<file path="config.mk">
export PLATFORM = sky130hd
export DESIGN_NAME = weekly_time_switch
export DESIGN_NICKNAME = d
export VERILOG_FILES = /design/src/hdl/wts_pkg.sv /design/src/hdl/wts_time_cmp.sv /design/src/hdl/wts_day_flags.sv /design/src/hdl/wts_decide.sv /design/src/hdl/weekly_time_switch.sv
export SDC_FILE = /design/constraint.sdc
export NUM_CORES = 1
export LEC_CHECK = 0
export ABC_AREA = 1
export BUFFER_PORTS_ARGS = -buffer_cell sky130_fd_sc_hd__buf_2
export CAP_MARGIN = 25
export CORE_ASPECT_RATIO = 1.4
export CORE_MARGIN = 1.5
export CORE_UTILIZATION = 30
export CTS_CLUSTER_DIAMETER = 60
export DETAILED_ROUTE_END_ITERATION = 6
export HOLD_SLACK_MARGIN = 0.06
export PLACE_DENSITY = 0.45
export SLEW_MARGIN = 10
export SYNTH_ARGS = -nofsm -noshare
export SYNTH_HDL_FRONTEND = slang
export SYNTH_SLANG_ARGS = --single-unit
</file>
<file path="constraint.sdc">
create_clock -name clk_i -period 3.6 [get_ports clk_i]
set_clock_uncertainty 0.05 [all_clocks]
set_input_delay 0.18 -clock clk_i [delete_from_list [all_inputs] [get_ports clk_i]]
set_output_delay 0.18 -clock clk_i [all_outputs]
set_load 0.1 [all_outputs]
</file>
<file path="src/hdl/wts_pkg.sv">
// ----------------------------------------------------------------------------
// wts_pkg: shared types and constants of the weekly time switch
// Packed stamp layout, register indexes, modes and the flag groups that the
// evaluation stages pass to the decision stage.
// ----------------------------------------------------------------------------
`default_nettype none

package wts_pkg;

  // packed stamp: year12 month4 day5 hour5 minute6 second6
  localparam int unsigned StampW = 38;
  localparam int unsigned TodW   = 17;
  localparam int unsigned DaysN  = 7;
  localparam int unsigned LastDay = 6;
  localparam int unsigned WdW    = 3;
  localparam int unsigned CfgIdxW = 3;

  typedef logic [StampW-1:0] stamp_t;
  typedef logic [TodW-1:0]   tod_t;
  typedef logic [DaysN-1:0]  mask_t;

  // configuration register indexes
  localparam logic [CfgIdxW-1:0] CFG_START_STAMP = 3'd0;
  localparam logic [CfgIdxW-1:0] CFG_END_STAMP   = 3'd1;
  localparam logic [CfgIdxW-1:0] CFG_MODE        = 3'd2;
  localparam logic [CfgIdxW-1:0] CFG_WEEKDAY     = 3'd3;

  typedef enum logic [1:0] {
    MODE_DATE_CONT    = 2'd0,
    MODE_DATE_INTER   = 2'd1,
    MODE_WEEKDAY_CONT = 2'd2,
    MODE_WEEKDAY_INTER = 2'd3
  } mode_e;

  // results of the moment and time-of-day compares
  typedef struct packed {
    logic in_range;     // start <= now < end
    logic tod_ge_start; // now tod >= start tod
    logic tod_lt_end;   // now tod <  end tod
    logic wraps;        // daily window passes midnight
  } cmp_flags_t;

  // weekday run facts for the current day
  typedef struct packed {
    logic in_run;   // today belongs to a run
    logic is_first; // today is the first day of its run
    logic is_last;  // today is the last day of its run
    logic prev_on;  // yesterday is enabled
  } day_flags_t;

endpackage

`default_nettype wire

</file>
<file path="src/hdl/wts_time_cmp.sv">
// ----------------------------------------------------------------------------
// wts_time_cmp: moment and time-of-day compare stage
// Compares the packed current moment against the start and end stamps and
// registers the resulting flags.
// ----------------------------------------------------------------------------
`default_nettype none

module wts_time_cmp (
  input  wire               clk_i,
  input  wire               rst_ni,
  input  wts_pkg::stamp_t   now_i,
  input  wts_pkg::stamp_t   start_stamp_i,
  input  wts_pkg::stamp_t   end_stamp_i,
  output wts_pkg::cmp_flags_t flags_o
);

  wts_pkg::tod_t       tod_now;
  wts_pkg::tod_t       tod_start;
  wts_pkg::tod_t       tod_end;
  wts_pkg::cmp_flags_t flags_d;
  wts_pkg::cmp_flags_t flags_q;

  assign tod_now   = now_i[wts_pkg::TodW-1:0];
  assign tod_start = start_stamp_i[wts_pkg::TodW-1:0];
  assign tod_end   = end_stamp_i[wts_pkg::TodW-1:0];

  // chronological order is plain unsigned order of the packed words
  always_comb begin
    flags_d.in_range     = (now_i >= start_stamp_i) && (now_i < end_stamp_i);
    flags_d.tod_ge_start = (tod_now >= tod_start);
    flags_d.tod_lt_end   = (tod_now < tod_end);
    flags_d.wraps        = (tod_start > tod_end);
  end

  // flag register
  always_ff @(posedge clk_i or negedge rst_ni) begin
    if (!rst_ni) begin
      flags_q <= '0;
    end else begin
      flags_q <= flags_d;
    end
  end

  assign flags_o = flags_q;

endmodule

`default_nettype wire

</file>
<file path="src/hdl/wts_day_flags.sv">
// ----------------------------------------------------------------------------
// wts_day_flags: weekday run decode stage
// Finds where the current weekday sits in the runs of enabled days, with a
// Saturday run and a Sunday run merged into one that wraps.
// ----------------------------------------------------------------------------
`default_nettype none

module wts_day_flags (
  input  wire                       clk_i,
  input  wire                       rst_ni,
  input  wire [wts_pkg::WdW-1:0]    weekday_i,
  input  wts_pkg::mask_t            mask_i,
  output wts_pkg::day_flags_t       flags_o
);

  logic                     merged;
  logic [7:0]               run_vec;
  logic [7:0]               first_vec;
  logic [7:0]               last_vec;
  logic [wts_pkg::WdW-1:0]  prev_day;
  wts_pkg::day_flags_t      flags_d;
  wts_pkg::day_flags_t      flags_q;

  // both ends enabled with a gap somewhere: two runs join across the week end
  assign merged = mask_i[0] && mask_i[wts_pkg::LastDay] && (mask_i != '1);

  // weekday seven only lands inside a wrapping run, never on its edges
  assign run_vec = {merged, mask_i};

  always_comb begin
    first_vec    = '0;
    last_vec     = '0;
    first_vec[0] = mask_i[0] && !merged;
    for (int d = 1; d < wts_pkg::DaysN; d++) begin
      first_vec[d] = mask_i[d] && !mask_i[d-1];
    end
    for (int d = 0; d < wts_pkg::DaysN - 1; d++) begin
      last_vec[d] = mask_i[d] && !mask_i[d+1];
    end
    last_vec[wts_pkg::LastDay] = mask_i[wts_pkg::LastDay] && !merged;
  end

  // Sunday looks back to Saturday, as does weekday seven
  assign prev_day = (weekday_i == '0) ? wts_pkg::WdW'(wts_pkg::LastDay)
                                       : weekday_i - 1'b1;

  always_comb begin
    flags_d.in_run   = run_vec[weekday_i];
    flags_d.is_first = first_vec[weekday_i];
    flags_d.is_last  = last_vec[weekday_i];
    flags_d.prev_on  = run_vec[prev_day];
  end

  always_ff @(posedge clk_i or negedge rst_ni) begin
    if (!rst_ni) begin
      flags_q <= '0;
    end else begin
      flags_q <= flags_d;
    end
  end

  assign flags_o = flags_q;

endmodule

`default_nettype wire

</file>
<file path="src/hdl/wts_decide.sv">
// ----------------------------------------------------------------------------
// wts_decide: mode select and output stage
// Combines the compare and weekday flags under the operating mode and drives
// the registered result strobe.
// ----------------------------------------------------------------------------
`default_nettype none

module wts_decide (
  input  wire                  clk_i,
  input  wire                  rst_ni,
  input  wire                  valid_i,
  input  wts_pkg::mode_e       mode_i,
  input  wts_pkg::cmp_flags_t  cmp_i,
  input  wts_pkg::day_flags_t  day_i,
  output logic                 done_o,
  output logic                 switch_on_o
);

  logic daily;
  logic on_d;
  logic done_q;
  logic on_q;

  // daily window, open across midnight when it wraps
  assign daily = cmp_i.wraps ? (cmp_i.tod_ge_start || cmp_i.tod_lt_end)
                             : (cmp_i.tod_ge_start && cmp_i.tod_lt_end);

  always_comb begin
    case (mode_i)
      wts_pkg::MODE_DATE_CONT:    on_d = cmp_i.in_range;
      wts_pkg::MODE_DATE_INTER:   on_d = cmp_i.in_range && daily;
      wts_pkg::MODE_WEEKDAY_CONT: begin
        on_d = day_i.in_run &&
               (cmp_i.tod_ge_start || !day_i.is_first) &&
               (cmp_i.tod_lt_end || !day_i.is_last);
      end
      wts_pkg::MODE_WEEKDAY_INTER: begin
        if (cmp_i.wraps) begin
          on_d = (cmp_i.tod_ge_start && day_i.in_run) ||
                 (cmp_i.tod_lt_end && day_i.prev_on);
        end else begin
          on_d = day_i.in_run && daily;
        end
      end
      default: on_d = 1'b0;
    endcase
  end

  // output beat, level held low between beats
  always_ff @(posedge clk_i or negedge rst_ni) begin
    if (!rst_ni) begin
      done_q <= 1'b0;
      on_q   <= 1'b0;
    end else begin
      done_q <= valid_i;
      on_q   <= valid_i && on_d;
    end
  end

  assign done_o      = done_q;
  assign switch_on_o = on_q;

endmodule

`default_nettype wire

</file>
<file path="src/hdl/weekly_time_switch.sv">
// ----------------------------------------------------------------------------
// weekly_time_switch: programmable weekly time switch
// Decides from the current calendar time whether the scheduled output is on.
//
//   channel   handshake                 payload
//   input     start_i / busy_o          now_second_i .. now_weekday_i
//   result    done_o (strobe)           switch_on_o
//   config    cfg_valid_i / cfg_ready_o cfg_index_i, cfg_data_i
//
// One beat is taken every cycle; busy_o stays low.
// The result passes in order through the input register, the compare and
// weekday decode stage, and the mode select and output register.
// The result strobe lasts one cycle and cannot be held off.
// Reset clears the stage valids and all configuration registers.
// ----------------------------------------------------------------------------
`default_nettype none

module weekly_time_switch (
  input  wire                          clk_i,
  input  wire                          rst_ni,
  input  wire                          start_i,
  output logic                         busy_o,
  input  wire [5:0]                    now_second_i,
  input  wire [5:0]                    now_minute_i,
  input  wire [4:0]                    now_hour_i,
  input  wire [4:0]                    now_day_i,
  input  wire [3:0]                    now_month_i,
  input  wire [11:0]                   now_year_i,
  input  wire [2:0]                    now_weekday_i,
  output logic                         done_o,
  output logic                         switch_on_o,
  input  wire                          cfg_valid_i,
  output logic                         cfg_ready_o,
  input  wire [wts_pkg::CfgIdxW-1:0]   cfg_index_i,
  input  wire [wts_pkg::StampW-1:0]    cfg_data_i
);

  wts_pkg::stamp_t      start_stamp_q;
  wts_pkg::stamp_t      end_stamp_q;
  wts_pkg::mode_e       mode_q;
  wts_pkg::mask_t       mask_q;
  logic                 cfg_we;

  logic                 s1_valid_q;
  wts_pkg::stamp_t      s1_now_q;
  logic [wts_pkg::WdW-1:0] s1_wd_q;
  logic                 s2_valid_q;
  wts_pkg::cmp_flags_t  s2_cmp;
  wts_pkg::day_flags_t  s2_day;
  logic                 accept;

  assign busy_o      = 1'b0;
  assign cfg_ready_o = 1'b1;
  assign accept      = start_i && !busy_o;
  assign cfg_we      = cfg_valid_i && cfg_ready_o;

  // configuration registers, unknown indexes are dropped
  always_ff @(posedge clk_i or negedge rst_ni) begin
    if (!rst_ni) begin
      start_stamp_q <= '0;
      end_stamp_q   <= '0;
      mode_q        <= wts_pkg::MODE_DATE_CONT;
      mask_q        <= '0;
    end else if (cfg_we) begin
      case (cfg_index_i)
        wts_pkg::CFG_START_STAMP: start_stamp_q <= cfg_data_i;
        wts_pkg::CFG_END_STAMP:   end_stamp_q   <= cfg_data_i;
        wts_pkg::CFG_MODE:        mode_q <= wts_pkg::mode_e'(cfg_data_i[1:0]);
        wts_pkg::CFG_WEEKDAY:     mask_q <= cfg_data_i[wts_pkg::DaysN-1:0];
        default: ;
      endcase
    end
  end

  // stage 1: capture the packed moment
  always_ff @(posedge clk_i or negedge rst_ni) begin
    if (!rst_ni) begin
      s1_valid_q <= 1'b0;
    end else begin
      s1_valid_q <= accept;
    end
  end

  always_ff @(posedge clk_i) begin
    s1_now_q <= {now_year_i, now_month_i, now_day_i, now_hour_i, now_minute_i,
                 now_second_i};
    s1_wd_q  <= now_weekday_i;
  end

  // stage 2: compares and weekday decode side by side
  wts_time_cmp u_time_cmp (
    .clk_i         (clk_i),
    .rst_ni        (rst_ni),
    .now_i         (s1_now_q),
    .start_stamp_i (start_stamp_q),
    .end_stamp_i   (end_stamp_q),
    .flags_o       (s2_cmp)
  );

  wts_day_flags u_day_flags (
    .clk_i     (clk_i),
    .rst_ni    (rst_ni),
    .weekday_i (s1_wd_q),
    .mask_i    (mask_q),
    .flags_o   (s2_day)
  );

  always_ff @(posedge clk_i or negedge rst_ni) begin
    if (!rst_ni) begin
      s2_valid_q <= 1'b0;
    end else begin
      s2_valid_q <= s1_valid_q;
    end
  end

  // stage 3: mode select and result beat
  wts_decide u_decide (
    .clk_i       (clk_i),
    .rst_ni      (rst_ni),
    .valid_i     (s2_valid_q),
    .mode_i      (mode_q),
    .cmp_i       (s2_cmp),
    .day_i       (s2_day),
    .done_o      (done_o),
    .switch_on_o (switch_on_o)
  );

endmodule

`default_nettype wire

</file>
[Word-level counts from Yosys, hierarchy flattened]
Index checks and enable logic that the tools add are counted.
Storage, ports and cells
  flip-flop bits (word level): 138
  latch bits: 0
  RAM bits: 0
  memory bits (read-only): 0
  input port bits: 86
  output and inout port bits: 4
  word-level logic and storage cells: 91
  memories: 0
Operators by class
  add/sub/neg operators: 1
  multiply operators: 0
  div/mod/pow operators: 0
  order comparisons: 7
  eq/ne operators: 7
  shift operators: 0
  mux-type cells: 12
  bitwise operators: 0
  reductions and logical operators: 46
Operator list (count)
  38-bit >= comparator: 1
  38-bit < comparator: 1
  1-bit logical AND: 25
  17-bit >= comparator: 1
  17-bit greater-than comparator: 1
  17-bit < comparator: 1
  1-bit binary-select mux with 3-bit select: 4
  1-bit logical NOT: 10
  3-bit by 4-bit < comparator with 1-bit output (second input constant): 2
  2-bit AND reduction: 4
  7-bit inequality test (second input constant): 1
  3-bit by 2-bit == test with 1-bit output (second input constant): 2
  3-bit logical NOT: 2
  1-bit two-way mux: 6
  2-bit == test (second input constant): 2
  1-bit logical OR: 4
  1-bit one-hot mux with 4 select lines: 1
  3-bit by 1-bit == test with 1-bit output (second input constant): 1
  3-bit two-way mux: 1
  3-bit by 1-bit subtractor with 3-bit output (second input constant): 1
  2-bit by 1-bit == test with 1-bit output (second input constant): 1
  2-bit logical NOT: 1

[Depth between registers and ports, before layout]
  depth after elaboration: 6
  gate-level depth with buffers: 14
  mapped depth without buffers: 14

[By module]
A second synthesis with hierarchy kept.
Second synthesis, totals
  cells, all modules: 1012
  area total of the unflattened synthesis: 7841.3 um^2
Modules (own cells, without submodules)
  weekly_time_switch: times used 1, cells each 424, area an instance 4291.6 um^2, sequential area each 2997.9 um^2
  wts_time_cmp: times used 1, cells each 488, area an instance 2956.6 um^2, sequential area each 100.1 um^2
  wts_day_flags: times used 1, cells each 78, area an instance 451.7 um^2, sequential area each 100.1 um^2
  wts_decide: times used 1, cells each 22, area an instance 141.4 um^2, sequential area each 50.0 um^2

[Worst setup path before layout]
No wires, ideal clock.
  path type: register -> register
  start point: reg start_stamp_q[13]
  end point: reg u_time_cmp.flags_q, in the netlist u_time_cmp.flags_o[3]
  library setup time: 0.113 ns
  data arrival time: 1.314 ns
  required time: 3.437 ns
  path slack: 2.124 ns
  stages on the path, launching flop included: 13
  path buffers: 0
  clock period less this slack: 1.476 ns
  cells stage by stage: dfrtp_1 > inv_1 > ha_1 > nand2_1 > inv_1 > a21oi_1 > nand2_1 > nand2_1 > nand2_1 > nand2_1 > nand3_2 > nand2_1 > inv_1
RTL lines
  start, declared: RTL line weekly_time_switch.sv:38  | wts_pkg::stamp_t start_stamp_q;
  start signal, assigned: RTL line weekly_time_switch.sv:66  | wts_pkg::CFG_START_STAMP: start_stamp_q <= cfg_data_i;
  end signal, assigned: RTL line wts_time_cmp.sv:40  | flags_q <= flags_d;
  end, declared: RTL line wts_time_cmp.sv:21  | wts_pkg::cmp_flags_t flags_q;

==> flow_metrics.env <==
export IMPL_critPathMaxStageDelay_ns=0.35
export IMPL_drtIter0Drc=241
export IMPL_grt_pass1_wl_um=31200
export IMPL_cts_sinks=138
export IMPL_insertion_delay_ns=0.43
export IMPL_gr_total_overflow=0
export IMPL_grt_use_total=0.157
export IMPL_period_needed_ns=1.83
export IMPL_htree_levels=4
export IMPL_route_detailed_drc=0
export IMPL_die_x_um=137
export IMPL_grt_pass1_vias=6379
export IMPL_cp_end_kind="flip-flop"
export IMPL_path_max_fanout=2
export IMPL_worstReg2RegEnd="u_time_cmp.flags_o[3]"
export IMPL_combinationalPowerShare=0.255
export IMPL_critPathLaunch="start_stamp_q[21]"
export IMPL_first_pass_iters=5
export IMPL_die_area_um2=26100
export IMPL_dpl_instance_area_um2=8270
export IMPL_ys_flop_type="dfrtp_1"
export IMPL_routed_wl_um=19000
export IMPL_power_density_nw_per_um2=508
export IMPL_rsz0062_at_grt="false"
export IMPL_regArea_um2=3250
export IMPL_wl_per_cell_um=13.3
export IMPL_ys_types=41
export IMPL_ys_warn_count=0
export IMPL_r2r_start="start_stamp_q[21]"
export IMPL_crit_top_cell="nor2_1"
export IMPL_finalSetupTns_ns=0
export IMPL_start_util=0.305
export IMPL_p_int_mw=3.29
export IMPL_grt_max_degree=60
export IMPL_p_leak_nw=4.99
export IMPL_drive_gt1_frac=0.122
export IMPL_synthTopCellsByArea="dfrtp_1, ha_1, nand2_1"
export IMPL_crit_path_start_kind="flip-flop"
export IMPL_drv_cap=0
export IMPL_critical_path_depth=12
export IMPL_status="completed"
export IMPL_port_buffers=87
export IMPL_hp_class="in -> reg"
export IMPL_grt_antenna_before_repair=0
export IMPL_antennaDiodeCount=0
export IMPL_synth_top_cell_by_area="dfrtp_1"
export IMPL_syn_area_per_cell_um2=8.04
export IMPL_switching_share=0.326
export IMPL_syn_inst=937
export IMPL_syn_nets=1117
export IMPL_worstPathRequired_ns=3.91
export IMPL_maxSlewHeadroom=0.435
export IMPL_path_cells="inv_1 -> ha_1 -> nand2_1 -> nor2_1 -> nand3_1 -> nor2_1 -> nand2_1 -> nor2_1 -> nor2_1 -> nand3_2 -> nand2_1 -> inv_1"
export IMPL_path_clk_slew_ns=0.06
export IMPL_yosysMostFrequentCell="nand2_1"
export IMPL_slew_violations=0
export IMPL_row_count=68
export IMPL_fmax_mhz=546
export IMPL_path_buf_inv=2
export IMPL_numCtsBuffers=17
export IMPL_postCtsSetupBuffers=0
export IMPL_antenna_left=0
export IMPL_synth_seq_cells=138
export IMPL_netlist_area_um2=7530
export IMPL_worstPathArrival_ns=2.15
export IMPL_ir_worst_vdd_v=0.000346
export IMPL_cp_top_family="simple AND/OR/NAND/NOR gates"
export IMPL_fp_dieH_um=190
export IMPL_area_growth_pct=27.9
export IMPL_place_gp_congestion=0.821
export IMPL_p_sw_mw=1.60
export IMPL_synth_common_cells="nand2_1, inv_1, dfrtp_1"
export IMPL_rrSetupSlack_ns=1.77
export IMPL_power_mw=4.89
export IMPL_tightest_slew_ns=0.846
export IMPL_sequentialPowerShare=0.398
export IMPL_multi_input_area_um2=3510
export IMPL_io_pins=90
export IMPL_vias_per_cell=4.35
export IMPL_nFillCells=2585
export IMPL_cts_path_max_buffers=2
export IMPL_ys_seq_area_frac=0.431
export IMPL_finalSetupViolCount=0
export IMPL_slowest_stage="dfrtp_1"
export IMPL_via_count=6241
export IMPL_hold_violations=0
export IMPL_synthArstFlopShare=0.703
export IMPL_reg2reg_depth=12
export IMPL_fin_area_um2=9640
export IMPL_core_area_um2=24700
export IMPL_netlist_area_leader_share=0.322
export IMPL_dp_final_hpwl_um=14700
export IMPL_crit_path_end="u_time_cmp.flags_o[3]"
export IMPL_root_buffer="clkbuf_16"
export IMPL_power_frac_clock=0.347
export IMPL_finalCritPeriodShare=0.509
export IMPL_cts_tree="yes"
export IMPL_synth_edf_count=0
export IMPL_critPathKind="reg -> reg"
export IMPL_fin_nets=1287
==> metal layers <==
metal / GRT usage / routed length, µm / vias up
met5: 0 / 0 / -
met3: 0.0258 / 488 / 25
met1: 0.174 / 7890 / 2794
li1: - / - / 3333
met2: 0.294 / 10200 / 89
met4: 0.0615 / 436 / 0
==> cell families (layout without fill, tap and decap cells) <==
kind of cell,count (synthesis),after routing,share of synthesized area
other,2,2,0.000997
AOI/OAI and AO/OA,177,177,0.127
and+or+nand+nor,333,333,0.182
adders and majority gates,94,94,0.156
buffers and inverters,193,376,0.103
DFF,138,138,0.431
==> how the worst min path moves through the flow <==
stage,startpoint,end,cells after the start,slack [ns]
after global routing,cfg_data_i[0],start_stamp_q[0],3,0.1
after detailed placement,now_month_i[0],s1_now_q[22],1,0.23
after CTS,cfg_data_i[0],start_stamp_q[0],3,0.07
final,cfg_data_i[9],end_stamp_q[9],3,0.09
after floorplan,rst_ni,end_stamp_q[0],0,-0.17
after global placement,now_month_i[1],s1_now_q[23],1,0.23
==> worst reg2reg max path, delay by kind of cell (launching register included) <==
kind	cells	cell delay, ns
buf+inv	2	0.10
flops	1	0.35
fa+ha+maj	1	0.28
simple gates	9	1.00
==> power groups by stage <==
stage	registers, mW	logic, mW	clock network, mW
2_1_floorplan	1.93	0.867	0
3_3_place_gp	1.98	1.19	0
3_5_place_dp	1.98	1.20	0
4_1_cts	1.95	1.27	1.75
5_1_grt	1.97	1.48	1.82
6_report	1.95	1.25	1.70
==> area by class of cell <==
| class | count | share of cell area |
|---|---|---|
| flip-flops and latches | 138 | 0.337 |
| inverters | 174 | 0.0678 |
| multi-input cells | 606 | 0.364 |
| well taps | 315 | 0.0409 |
| repair buffers | 170 | 0.131 |
| clock inverters | 12 | 0.0119 |
| clock buffers | 20 | 0.0474 |
==> placed cells by master, fill, tap and decap left out, drive strengths merged, types with 3 or more instances in the layout <==
cell         count
nand2          231
inv            177
o21ai          104
dfrtp           97
ha              94
buf             91
dlygate4sd3     79
nor2            57
a21oi           47
dfxtp           41
nand3           30
clkbuf          20
nor3             5
clkinv           5
a21o             4
o21bai           4
a31oi            3
o22ai            3
o221ai           3
clkinvlp         3
==> state kept, by name, summed over array words and instances (netlist names) <==
signal                cells
end_stamp_q              38
mask_q                    7
mode_q                    2
s1_now_q                 38
s1_valid_q                1
s1_wd_q                   3
s2_valid_q                1
start_stamp_q            38
u_day_flags.flags_o       4
u_decide.done_o           1
u_decide.switch_on_o      1
u_time_cmp.flags_o        4
==> through the flow <==
step                std cells  setup WS (ns)   util  hold slack (ns)
detailed placement       1324           1.57  0.335            0.234
global placement         1324           1.62  0.335            0.232
CTS                      1435           1.72  0.391           0.0749
finish                   1435           1.77  0.391           0.0853
global route             1435           1.61  0.391           0.0963
floorplan                 937           2.12      -           -0.166
==> repair_timing <==
| item | in CTS | in global routing |
|---|---|---|
| hold buffers | 79 | 0 |
| resized for setup | 0 | 0 |
| hold endpoints to repair | 175 | 0 |
Power figures use the tool's default switching activity.
